===== src/itp_pkg.sv =====
package itp_pkg;

  // result kinds
  typedef enum logic [1:0] {
    KIND_TOKEN     = 2'd0,
    KIND_END       = 2'd1,
    KIND_OVERFLOW  = 2'd2,
    KIND_UNMATCHED = 2'd3
  } kind_t;

  // controller states
  typedef enum logic [1:0] {
    ST_IDLE,
    ST_EVAL,
    ST_FLUSH
  } state_t;

  // source of a generated token
  typedef enum logic {
    SRC_CH,
    SRC_TOP
  } src_t;

  // character codes
  localparam logic [7:0] CH_SPACE   = 8'd32;
  localparam logic [7:0] CH_ZERO    = 8'd48;
  localparam logic [7:0] CH_NINE    = 8'd57;
  localparam logic [7:0] CH_PLUS    = 8'h2B;
  localparam logic [7:0] CH_MINUS   = 8'h2D;
  localparam logic [7:0] CH_STAR    = 8'h2A;
  localparam logic [7:0] CH_SLASH   = 8'h2F;
  localparam logic [7:0] CH_PERCENT = 8'h25;
  localparam logic [7:0] CH_OPEN    = 8'h28;
  localparam logic [7:0] CH_CLOSE   = 8'h29;

  // commands from controller to datapath
  typedef struct packed {
    logic  load_in;
    logic  push;
    logic  pop;
    logic  gen;
    src_t  src;
    kind_t kind;
    logic  finish;
    logic  flush;
  } itp_cmd_t;

  // status from datapath to controller
  typedef struct packed {
    logic is_end;
    logic is_space;
    logic is_digit;
    logic is_open;
    logic is_close;
    logic empty;
    logic full;
    logic top_open;
    logic top_ge;
    logic hold_valid;
    logic out_free;
  } itp_stat_t;

  // operator priority
  function automatic logic [1:0] prio(input logic [7:0] c);
    logic [1:0] p;
    case (c) inside
      CH_PLUS, CH_MINUS:            p = 2'd1;
      CH_STAR, CH_SLASH, CH_PERCENT: p = 2'd2;
      default:                      p = 2'd0;
    endcase
    return p;
  endfunction

endpackage


===== src/itp_datapath.sv =====
module itp_datapath
  import itp_pkg::*;
#(
  parameter int STACK_DEPTH = 32
) (
  input  logic       clk,
  input  logic       rst,
  input  itp_cmd_t   cmd,
  output itp_stat_t  stat,
  input  logic       in_action,
  input  logic [7:0] in_ch,
  output logic       out_valid,
  input  logic       out_ready,
  output logic [7:0] out_token,
  output kind_t      out_kind,
  output logic       out_last
);

  localparam int CW = $clog2(STACK_DEPTH + 1);
  localparam int AW = $clog2(STACK_DEPTH);

  logic [7:0]    mem [STACK_DEPTH];
  logic [CW-1:0] count;
  logic [CW-1:0] count_next;
  logic [CW-1:0] top_idx;
  logic [AW-1:0] raddr;
  logic [7:0]    top;
  logic          action_q;
  logic [7:0]    ch_q;
  logic          hold_valid;
  logic [7:0]    hold_token;
  kind_t         hold_kind;
  logic [7:0]    new_token;

  // held input item
  always_ff @(posedge clk) begin
    if (cmd.load_in) begin
      action_q <= in_action;
      ch_q     <= in_ch;
    end
  end

  // stack fill count
  always_comb begin
    count_next = count;
    if (cmd.push) begin
      count_next = count + CW'(1);
    end else if (cmd.pop) begin
      count_next = count - CW'(1);
    end
  end

  always_ff @(posedge clk) begin
    if (rst) begin
      count <= '0;
    end else begin
      count <= count_next;
    end
  end

  // stack memory, top entry read ahead into a register
  assign top_idx = count_next - CW'(1);
  assign raddr   = top_idx[AW-1:0];

  always_ff @(posedge clk) begin
    if (cmd.push) begin
      mem[count[AW-1:0]] <= ch_q;
    end
    if (cmd.push) begin
      top <= ch_q;
    end else begin
      top <= mem[raddr];
    end
  end

  // status towards the controller
  assign stat.is_end     = action_q;
  assign stat.is_space   = (ch_q == CH_SPACE);
  assign stat.is_digit   = (ch_q >= CH_ZERO) && (ch_q <= CH_NINE);
  assign stat.is_open    = (ch_q == CH_OPEN);
  assign stat.is_close   = (ch_q == CH_CLOSE);
  assign stat.empty      = (count == '0);
  assign stat.full       = (count == CW'(STACK_DEPTH));
  assign stat.top_open   = (top == CH_OPEN);
  assign stat.top_ge     = (prio(top) >= prio(ch_q));
  assign stat.hold_valid = hold_valid;
  assign stat.out_free   = !out_valid || out_ready;

  // new result token, zero on markers
  always_comb begin
    new_token = '0;
    if (cmd.kind == KIND_TOKEN) begin
      new_token = (cmd.src == SRC_TOP) ? top : ch_q;
    end
  end

  // one-deep hold stage so the final result of an item can be marked last
  always_ff @(posedge clk) begin
    if (rst) begin
      hold_valid <= 1'b0;
    end else if (cmd.gen && (!cmd.finish || hold_valid)) begin
      hold_valid <= 1'b1;
    end else if ((cmd.finish && !cmd.gen) || cmd.flush) begin
      hold_valid <= 1'b0;
    end
  end

  always_ff @(posedge clk) begin
    if (cmd.gen) begin
      hold_token <= new_token;
      hold_kind  <= cmd.kind;
    end
  end

  // output register
  always_ff @(posedge clk) begin
    if (rst) begin
      out_valid <= 1'b0;
    end else if ((cmd.gen && (hold_valid || cmd.finish)) ||
                 (cmd.finish && hold_valid) || cmd.flush) begin
      out_valid <= 1'b1;
    end else if (out_ready) begin
      out_valid <= 1'b0;
    end
  end

  always_ff @(posedge clk) begin
    if (cmd.flush || (hold_valid && (cmd.gen || cmd.finish))) begin
      out_token <= hold_token;
      out_kind  <= hold_kind;
      out_last  <= cmd.flush || !cmd.gen;
    end else if (cmd.gen && cmd.finish) begin
      out_token <= new_token;
      out_kind  <= cmd.kind;
      out_last  <= 1'b1;
    end
  end

endmodule


===== src/itp_ctrl.sv =====
module itp_ctrl
  import itp_pkg::*;
(
  input  logic      clk,
  input  logic      rst,
  input  logic      in_valid,
  output logic      in_ready,
  input  itp_stat_t stat,
  output itp_cmd_t  cmd
);

  state_t state;
  state_t state_next;

  // state register
  always_ff @(posedge clk) begin
    if (rst) begin
      state <= ST_IDLE;
    end else begin
      state <= state_next;
    end
  end

  // next state and commands
  always_comb begin
    state_next = state;
    cmd        = '0;
    cmd.src    = SRC_CH;
    cmd.kind   = KIND_TOKEN;
    in_ready   = 1'b0;
    unique case (state)
      ST_IDLE: begin
        in_ready    = 1'b1;
        cmd.load_in = in_valid;
        if (in_valid) begin
          state_next = ST_EVAL;
        end
      end
      ST_EVAL: begin
        if (stat.out_free) begin
          if (stat.is_end) begin
            // drain the stack, then the end marker
            if (!stat.empty) begin
              cmd.gen = 1'b1;
              cmd.src = SRC_TOP;
              cmd.pop = 1'b1;
            end else begin
              cmd.gen    = 1'b1;
              cmd.kind   = KIND_END;
              cmd.finish = 1'b1;
            end
          end else if (stat.is_space) begin
            cmd.finish = 1'b1;
          end else if (stat.is_digit) begin
            cmd.gen    = 1'b1;
            cmd.finish = 1'b1;
          end else if (stat.is_close) begin
            // pop down to the matching open parenthesis
            if (stat.empty) begin
              cmd.gen    = 1'b1;
              cmd.kind   = KIND_UNMATCHED;
              cmd.finish = 1'b1;
            end else if (stat.top_open) begin
              cmd.pop    = 1'b1;
              cmd.finish = 1'b1;
            end else begin
              cmd.gen = 1'b1;
              cmd.src = SRC_TOP;
              cmd.pop = 1'b1;
            end
          end else if (!stat.is_open && !stat.empty && !stat.top_open &&
                       stat.top_ge) begin
            // release a stacked operator of equal or higher priority
            cmd.gen = 1'b1;
            cmd.src = SRC_TOP;
            cmd.pop = 1'b1;
          end else if (stat.full) begin
            cmd.gen    = 1'b1;
            cmd.kind   = KIND_OVERFLOW;
            cmd.finish = 1'b1;
          end else begin
            cmd.push   = 1'b1;
            cmd.finish = 1'b1;
          end
          if (cmd.finish) begin
            state_next = (cmd.gen && stat.hold_valid) ? ST_FLUSH : ST_IDLE;
          end
        end
      end
      ST_FLUSH: begin
        if (stat.out_free) begin
          cmd.flush  = 1'b1;
          state_next = ST_IDLE;
        end
      end
      default: begin
        state_next = ST_IDLE;
      end
    endcase
  end

endmodule


===== src/infix_to_postfix_converter_unit.sv =====
// channel | signals                      | accepted when
// in      | in_valid, in_ready, action, ch | in_valid && in_ready
// out     | out_valid, out_ready, token, kind, last | out_valid && out_ready
//
// an item is taken and evaluated from the next cycle: a digit, a space or a
// push ends there, and each operator popped from the stack adds a step. a
// marker that follows popped tokens adds a flush step to move the held token
// out. the stack top is read ahead from the stack memory, so one pop per cycle
// unless stalled. rst is synchronous and empties the stack; no clearing pass is
// needed. a full output register stalls evaluation until the result is taken.
module infix_to_postfix_converter_unit
  import itp_pkg::*;
#(
  parameter int STACK_DEPTH = 32
) (
  input  logic       clk,
  input  logic       rst,
  input  logic       in_valid,
  output logic       in_ready,
  input  logic       action,
  input  logic [7:0] ch,
  output logic       out_valid,
  input  logic       out_ready,
  output logic [7:0] token,
  output logic [1:0] kind,
  output logic       last
);

  itp_cmd_t  cmd;
  itp_stat_t stat;
  kind_t     kind_q;

  // sequencer
  itp_ctrl u_ctrl (
    .clk      (clk),
    .rst      (rst),
    .in_valid (in_valid),
    .in_ready (in_ready),
    .stat     (stat),
    .cmd      (cmd)
  );

  // stack, hold stage and output register
  itp_datapath #(
    .STACK_DEPTH (STACK_DEPTH)
  ) u_datapath (
    .clk       (clk),
    .rst       (rst),
    .cmd       (cmd),
    .stat      (stat),
    .in_action (action),
    .in_ch     (ch),
    .out_valid (out_valid),
    .out_ready (out_ready),
    .out_token (token),
    .out_kind  (kind_q),
    .out_last  (last)
  );

  assign kind = kind_q;

endmodule


===== config.mk =====
export PLATFORM = sky130hd
export DESIGN_NAME = infix_to_postfix_converter_unit
export DESIGN_NICKNAME = d
export VERILOG_FILES = /design/src/itp_pkg.sv /design/src/itp_datapath.sv /design/src/itp_ctrl.sv /design/src/infix_to_postfix_converter_unit.sv
export SDC_FILE = /design/constraint.sdc
export NUM_CORES = 1
export LEC_CHECK = 0
export ABC_CLOCK_PERIOD_IN_PS = 4700
export CAP_MARGIN = 0
export CORE_MARGIN = 5
export CORE_UTILIZATION = 25
export CTS_BUF_LIST = sky130_fd_sc_hd__clkbuf_2
export CTS_CLUSTER_SIZE = 14
export DETAILED_ROUTE_END_ITERATION = 7
export DONT_BUFFER_PORTS = 1
export SLEW_MARGIN = 20
export SYNTH_ARGS = -nofsm -noshare
export SYNTH_HDL_FRONTEND = slang
export SYNTH_HIERARCHICAL = 1
export SYNTH_SLANG_ARGS = --single-unit

===== constraint.sdc =====
create_clock -name clk -period 4.7 [get_ports clk]
set_clock_uncertainty 0.15 [all_clocks]
set_input_delay 0.94 -clock clk [delete_from_list [all_inputs] [get_ports clk]]
set_output_delay 0.94 -clock clk [all_outputs]
set_load 0.005 [all_outputs]

==> out/metrics.cfg <==
[outcome]
status=complete, no violations

[setup_path]
cpMaxStageDelayCell=or4_4
critPathKind=reg -> reg
crit_chain=buf_12 > mux4_2 > mux2i_1 > o211ai_1 > o211a_1 > nor2b_1 > a32o_1 > ha_1 > a21o_1 > nor2b_4 > nand2_2 > o32a_1 > nor2_2 > nand2b_1 > or4_4 > nand2_4 > xor2_4 > xnor2_1 > buf_4
r2r_slack_ns=0.04
cp_data_arrival_time_ns=5.22
ff2ff_path_depth=19
cpPeakStageDelay_ns=0.54
endpoint_kind=flop
required_ns=5.26
cp_max_fo=21
start_kind=flop

[synthesis]
synth_warnings=6
ys_seq_area_share_pct=71.4
synthDistinctLibCells=59
ys_async_sr_fraction_pct=0
syn_area_per_cell_um2=18.0
synth-main-ff-cell=edfxtp_1
netlist_instances=693
ys_seq_elements=301
synth_fp_nets=713
synth_edf_count=286
synth_area_mm2=0.0124

[job]
cap_violations=0

[drt]
routed.top_layer=met4
drtIter0Drc=487
drtPass1Iterations=5
wirelength_um=29500
dr_total_vias=7024
wirelength_met1_um=12600
drc=0
ant_nets=0
route.met2.wl_um=14700
wl_met3_um=1650
viasPerCell=4.40
wire_per_inst_um=18.5

[layout]
instances_no_fill=1597
drive_gt1_share_pct=40.3
area_growth_pct=23.5
final.fill_count=4858
num-nets-final=897

[timing]
period_share_pct=99.0
fmax_mhz=215
slew_headroom_pct=49.8
finalMaxSlewViolations=0
worst_pin_slew_ns=0.754
whs_ns=0.120
hold_viol=0
rsz0062_at_grt=yes
post-route-min-period_ns=4.66
setup_viol=0

[place]
dp.cells=1439
dp_hpwl_um=19000
place.gp.congestion=0.841
io_buffers=0

[clock_tree]
clk_latency_ns=0.89
cts-buffers-inserted=77
ctsLongestPathBuffers=3
cts.sinks=301
clk_pin_slew_ns=0.10
cts_tree=built
cts_max_level=3
clock-root-buffer=clkbuf_2

[floorplanning]
die_y_um=233
ios=26
initial_utilization_pct=25.4
core-area_mm2=0.0491
rows=81
die-area_mm2=0.0544
die_w_um=233

[global_routing]
grt_util_all_layers_pct=10.5
antenna_found_initial=2
grt_overflow_total=0
grt_pass1_vias=7310
grt_max_degree=35
grt_pass1_wl_um=43800

[hold_path]
min_path_cells=2
min_path_type=in -> reg
whs_endpoint=u_ctrl/state[0]
worstHoldStart=rst

[pwr]
leakagePower_nw=5.26
power_mw=8.81
ir_worst_vdd_uv=255
p_per_area_mw_per_mm2=573

[per-stage QoR]
| stage | utilization, % | cell area [um^2] | worst slack [ns] | TNS, ns |
|---|---|---|---|---|
| after detailed placement | 28.8 | 14100 | -0.0319 | -0.0548 |
| final | 31.3 | 15400 | 0.0450 | 0 |
| after global placement | 28.8 | 14100 | 0.0325 | 0 |
| after CTS | 30.6 | 15000 | 0.00622 | 0 |
| after floorplan | - | 12500 | 0.140 | 0 |
| after global routing | 31.3 | 15400 | -0.130 | -0.368 |
[synth_stat cells, types with 7 or more instances]
cell type    n  area, um^2
a21oi_1      8        40.0
buf_2        8        40.0
clkbuf_1    12        45.0
dfxtp_1     15         300
edfxtp_1   286        8590
ha_1         7        87.6
inv_1       11        41.3
mux2_2      22         248
mux2i_1     10         100
mux4_1      13         342
mux4_2      47        1060
nand2_1     31         116
nand2b_1    10        62.6
nand3_1      8        40.0
nand3b_1    10        75.1
nor2_1      69         259
o211ai_1     7        52.6
o21ai_0     12        60.1
o22ai_1     15        93.8
xnor2_1      9        78.8
[layout by cell type (no fill, tap or decap), types with 11 or more instances in the layout]
master and instances:
inv_1 11, edfxtp_1 286, o21ai_0 12, mux2_2 22
mux4_2 52, dfxtp_1 12, buf_4 107, nor2_1 65
nand2_1 28, clkbuf_2 114, buf_12 14
[state kept, by name, indices dropped and copies added (netlist names), named ones only]
| register | cells |
|---|---|
| u_datapath/mem | 256 |
| u_datapath/ch_q | 8 |
| u_datapath/out_valid | 1 |
| u_datapath/out_kind | 2 |
| u_datapath/hold_token | 8 |
| u_datapath/hold_kind | 2 |
| u_datapath/out_token | 8 |
| u_datapath/count | 6 |
| u_datapath/action_q | 1 |
| u_datapath/hold_valid | 1 |
| u_datapath/out_last | 1 |
| u_ctrl/state | 2 |
[timing repair]
action                                 CTS  global route
resized for setup                        6            41
setup buffers                            0             9
setup endpoints to repair                2           201
hold buffers                            10             0
cloned                                   0             5
endpoints found under the hold margin   17             0
pin swaps                                1            24
[critical path, delay by kind of cell (launching register included)]
| kind | cells | cell delay (ns) |
|---|---|---|
| multiplexers | 2 | 0.81 |
| AO/OA/AOI/OAI | 5 | 0.99 |
| flip-flops | 1 | 0.42 |
| buffers and inverters | 2 | 0.32 |
| AND/OR/NAND/NOR | 7 | 1.24 |
| adder cells (fa/ha/maj) | 1 | 0.27 |
| XOR/XNOR | 2 | 0.28 |
[worst max-delay path by stage]
stage,endpoint,cells after the start
after floorplan,u_datapath/out_kind[0],19
after global placement,flop,21
after detailed placement,flop,21
after CTS,flop,21
after global routing,flop,20
final,flop,19
[routing by layer]
| layer | vias to the layer above | global-route usage [%] |
|---|---|---|
| met4 | 0 | 3.53 |
| met2 | 220 | 17.4 |
| met3 | 38 | 2.38 |
| met5 | - | 0 |
| met1 | 3573 | 13.8 |
| li1 | 3193 | - |
[logic make-up after synthesis]
family	synth area share, %
buffers and inverters	2.03
multiplexers	14.0
AND/OR/NAND/NOR	7.06
AO/OA/AOI/OAI	3.93
adder cells (fa/ha/maj)	0.703
XOR/XNOR	0.844
flip-flops	71.4
[report_power, final]
group | internal [mW] | switching [mW]
Combinational | 1.73 | 1.74
Clock | 0.865 | 1.02
Sequential | 3.25 | 0.209
Total | 5.84 | 2.97
[area by class of cell]
class / count / area, um^2 / area share, %
sequential: 301 / 8900 / 57.9
multi-input combinational: 348 / 3510 / 22.9
timing repair buffer: 138 / 1320 / 8.57
tap: 664 / 831 / 5.41
clock buffer: 114 / 571 / 3.71
clock inverter: 19 / 194 / 1.26
inverter: 11 / 41.3 / 0.269
antenna: 2 / 5.00 / 0.0326
No activity file was read; power rests on OpenSTA's default activity.
